File: config.mk
export PLATFORM = sky130hd
export DESIGN_NAME = lse_cell
export DESIGN_NICKNAME = d
export VERILOG_FILES = /design/src/lse_pkg.sv /design/src/lse_cell.sv
export SDC_FILE = /design/constraint.sdc
export NUM_CORES = 1
export LEC_CHECK = 0
export BUFFER_PORTS_ARGS = -buffer_cell sky130_fd_sc_hd__buf_2
export CAP_MARGIN = 20
export CORE_UTILIZATION = 36
export CTS_CLUSTER_DIAMETER = 100
export DETAILED_ROUTE_END_ITERATION = 7
export PLACE_DENSITY_LB_ADDON = 0.05
export RECOVER_POWER = 100
export SETUP_SLACK_MARGIN = 0.4
export SLEW_MARGIN = 5
export SYNTH_ARGS = -nofsm -noshare
export SYNTH_HDL_FRONTEND = slang
export SYNTH_SLANG_ARGS = --single-unit
File: constraint.sdc
create_clock -name clk -period 1.9 [get_ports clk]
set_input_delay 0.19 -clock clk [delete_from_list [all_inputs] [get_ports clk]]
set_output_delay 0.19 -clock clk [all_outputs]
set_load 0.05 [all_outputs]
File: src/lse_pkg.sv
// shared types and constants for the sequential list engine
// no dependencies; compiled first
`default_nettype none

package lse_pkg;

  localparam int CMD_W  = 3;
  localparam int POS_W  = 7;
  localparam int DATA_W = 8;

  localparam logic [CMD_W-1:0] CMD_INSERT = 3'd0;
  localparam logic [CMD_W-1:0] CMD_DELETE = 3'd1;
  localparam logic [CMD_W-1:0] CMD_GET    = 3'd2;
  localparam logic [CMD_W-1:0] CMD_LOCATE = 3'd3;
  localparam logic [CMD_W-1:0] CMD_CLEAR  = 3'd4;

  typedef enum logic [1:0] {
    ST_IDLE,
    ST_RUN,
    ST_DONE
  } lse_state_t;

  // command broadcast to every cell while the wave travels
  typedef struct packed {
    logic [CMD_W-1:0]  cmd;
    logic              ok;
    logic [DATA_W-1:0] val;
  } lse_ctl_t;

endpackage

`default_nettype wire

File: src/lse_cell.sv
// one list cell: holds one element and passes the command wave to the next cell
// depends on lse_pkg
`default_nettype none

module lse_cell
  import lse_pkg::*;
#(
  parameter int IDX = 0,
  parameter int CW  = 8,
  parameter int LW  = 7
) (
  input  wire logic              clk,
  input  wire logic              rst_n,
  input  wire lse_ctl_t          ctl,
  input  wire logic [CW-1:0]     pos0,
  input  wire logic [CW-1:0]     len,
  input  wire logic              act_in,
  input  wire logic [DATA_W-1:0] carry_in,
  input  wire logic              hit_in,
  input  wire logic [LW-1:0]     fidx_in,
  input  wire logic [DATA_W-1:0] right_data,
  output logic [DATA_W-1:0]      data_out,
  output logic                   act_out,
  output logic [DATA_W-1:0]      carry_out,
  output logic                   hit_out,
  output logic [LW-1:0]          fidx_out
);

  localparam logic [CW-1:0] IDX_C  = CW'(IDX);
  localparam logic [CW-1:0] IDX1_C = CW'(IDX + 1);
  localparam logic [LW-1:0] POS_C  = LW'(IDX + 1);

  logic [DATA_W-1:0] data_r, data_nxt;
  logic              act_r;
  logic [DATA_W-1:0] carry_r, carry_nxt;
  logic              hit_r, hit_nxt;
  logic [LW-1:0]     fidx_r, fidx_nxt;

  always_comb begin
    data_nxt  = data_r;
    carry_nxt = carry_in;
    hit_nxt   = hit_in;
    fidx_nxt  = fidx_in;
    if (act_in && ctl.ok) begin
      case (ctl.cmd)
        CMD_INSERT: begin
          // the displaced element rides the wave into the next cell
          if (IDX_C == pos0) begin
            carry_nxt = data_r;
            data_nxt  = ctl.val;
          end else if (IDX_C > pos0 && IDX_C <= len) begin
            carry_nxt = data_r;
            data_nxt  = carry_in;
          end
        end
        CMD_DELETE: begin
          if (IDX_C == pos0) begin
            carry_nxt = data_r;
          end
          // right neighbor is not yet touched by the wave
          if (IDX_C >= pos0 && IDX1_C < len) begin
            data_nxt = right_data;
          end
        end
        CMD_GET: begin
          if (IDX_C == pos0) begin
            carry_nxt = data_r;
          end
        end
        CMD_LOCATE: begin
          if (!hit_in && IDX_C < len && data_r == ctl.val) begin
            hit_nxt  = 1'b1;
            fidx_nxt = POS_C;
          end
        end
        default: begin
        end
      endcase
    end
  end

  always_ff @(posedge clk) begin
    if (!rst_n) begin
      act_r <= 1'b0;
    end else begin
      act_r <= act_in;
    end
  end

  always_ff @(posedge clk) begin
    data_r  <= data_nxt;
    carry_r <= carry_nxt;
    hit_r   <= hit_nxt;
    fidx_r  <= fidx_nxt;
  end

  assign data_out  = data_r;
  assign act_out   = act_r;
  assign carry_out = carry_r;
  assign hit_out   = hit_r;
  assign fidx_out  = fidx_r;

endmodule

`default_nettype wire

==> metrics.txt <==
area of the mapped netlist 1100 sq um; Clock power frac 22.8%; leak pwr 0.724 nW; CTS tree done; vias 977; CTS sink cnt 25; Hold Path Origin fidx_in[0]; drt drc 6; Synth top area share 30.8%; Post-synth ARST share 0%; area delta synth->final 41.1%; Net Sw Power 0.269 mW; maximum VDD drop 0.404 mV; status complete, but fails checks; Ant. Diodes 0; largest area contributor in the netlist dfxtp_1; capturing element type of the critical path primary output; top-count cell post-synth dfxtp_1; gr ovfl total 0; clk buf depth 2; Combinational Power Share 19.3%; dpl hpwl 2030 um; die width 57.4 um; Final Hold Fails 0; worst hold path class in -> reg; core area 2830 sq um; relative slew slack 60.0%; largest net degree at the start of global routing 17; hold buffer count at CTS 0; fin cells 210; Arr. time, crit path 1.37 ns; Post-Synthesis Mean Instance Area 12.0 sq um; total track usage 15.5%; Pwr Density 637 nW/um^2; Worst Skew 0.00987 ns; worst path required time 1.71 ns; share of layout cells above drive strength 1 38.0%; # setup viols final 0; register area share after synthesis 52.5%; cts bufs inserted 3; Mapped Cells 92; top post-synthesis cells by area dfxtp_1, edfxtp_1, mux2_4; Placed Area 1600 sq um; Yosys reg bits 25; Final Cycle Share 81.9%; die area 3290 sq um; RSZ-0062 raised after global routing true; Post-Route WL 2600 um; final non-filler cell area 1560 sq um; post-route ant nets 0; vias per cell 4.65; number of global-route vias before repair 896; Sequential Power Share 57.9%; Switching Share 27.1%; failing checks DRC; Pint 0.724 mW; setup total negative slack 0 ns; EDFF count, synth 8; initial antenna violation count 0; crit path launch type flip-flop; worst setup path startpoint data_out[3]$_DFFE_PP_; DRT iter0 DRCs 19; r2r startpoint data_out[3]$_DFFE_PP_; num ports 80; placed instance count 203; min Tclk post-route 1.56 ns; Fmax achieved 643 MHz; WS Path Type reg -> out; CP max FO 2; die height 57.4 um; Cell variety after synth 21; YS warnings 0; clock-pin slew on the worst setup and hold paths 0.13 ns; clock root buffer clkbuf_4; main flop type after synthesis dfxtp_1; row count 19; worst skew pair latency 0.31 ns; max-slew violations 0; Initial Utilization 39.1%; first-pass GRT wire length 3890 um; TritonRoute pass-1 iters 5; syn nets 147; H-tree depth 1; drt wl/cell 12.4 um; most frequent cells after synthesis dfxtp_1, nand2_1; final net count 235; RD Place Congestion 0.802; MaxCap Viol Count 0; Worst-Margin Slew 0.603 ns; overall power 0.993 mW; Port Buffers 79
state kept, by name, indices dropped and copies added (netlist names):
signal     flops
act_out        1
carry_out      8
data_out       8
fidx_out       7
hit_out        1
worst max-delay path, stage by stage (launching register included):
cell,delay (ns)
edfxtp_1,0.39
buf_4,0.11
buf_4,0.09
clkbuf_1,0.45
cells by family (layout without fill, tap and decap cells):
family | count (synthesis) | after routing | share of synthesized area (%)
AOI/OAI and AO/OA | 9 | 9 | 4.42
xor gates and xnor gates | 8 | 8 | 6.34
buffers and inverters | 2 | 89 | 1.36
DFF | 25 | 25 | 52.5
muxes | 16 | 16 | 18.1
and+or+nand+nor | 32 | 32 | 17.2
cell usage in the layout (no fill, tap or decap), drive strengths merged, types with 2 or more instances in the layout:
| cell type | netlist | layout |
|---|---|---|
| nand2b | 2 | 2 |
| o21ai | 8 | 8 |
| buf | 1 | 60 |
| xor2 | 8 | 8 |
| clkbuf | 1 | 29 |
| edfxtp | 8 | 8 |
| and2 | 7 | 7 |
| nand2 | 11 | 11 |
| mux2i | 8 | 8 |
| nor3 | 2 | 2 |
| dfxtp | 17 | 17 |
| nor4 | 6 | 6 |
| mux2 | 8 | 8 |
path summary, 6_finish.rpt:
check / end / slack, ns / cells after the start
hold reg to reg: carry_out[6]$_DFF_P_ / 0.56 / 1
hold / removal: fidx_out[0]$_DFF_P_ / 0.06 / 2
setup / recovery: data_out[3] / 0.34 / 3
setup reg to reg: fidx_out[4]$_DFF_P_ / 0.34 / 4
what timing repair did:
item,4_1_cts,5_1_grt
setup buffers,2,1
endpoints found under the setup margin,8,8
pin swaps,1,1
endpoints found under the hold margin,0,0
gates resized for setup,2,0
per-layer routing:
metal	part of all wire, %	track usage, %
met5	0	0
met4	0.69	5.57
met3	8.3	5.22
met2	51	27.7
met1	40	16.8
area by class of cell:
cell class,count,area (sq um)
sequential,25,581
clock buffer,4,26.3
multi-input combinational,65,504
fill,285,1270
timing repair buffer,85,409
tap,31,38.8
per-stage QoR:
step | hold slack, ns | util, % | setup slack, ns
after floorplan | 0.291 | - | 0.244
after global placement | 0.376 | 56.4 | 0.137
after detailed placement | 0.376 | 56.4 | 0.117
after CTS | 0.0477 | 58.3 | 0.348
after global routing | 0.0513 | 55.1 | 0.197
final | 0.0602 | 55.1 | 0.345
power by group through the flow:
stage	Combinational, mW	Clock [mW]	Sequential [mW]
3_3_place_gp	0.205	0	0.587
3_5_place_dp	0.208	0	0.587
5_1_grt	0.207	0.262	0.577
6_report	0.192	0.226	0.575
4_1_cts	0.211	0.236	0.575
2_1_floorplan	0.0465	0	0.656
Power figures use the tool's default switching activity.
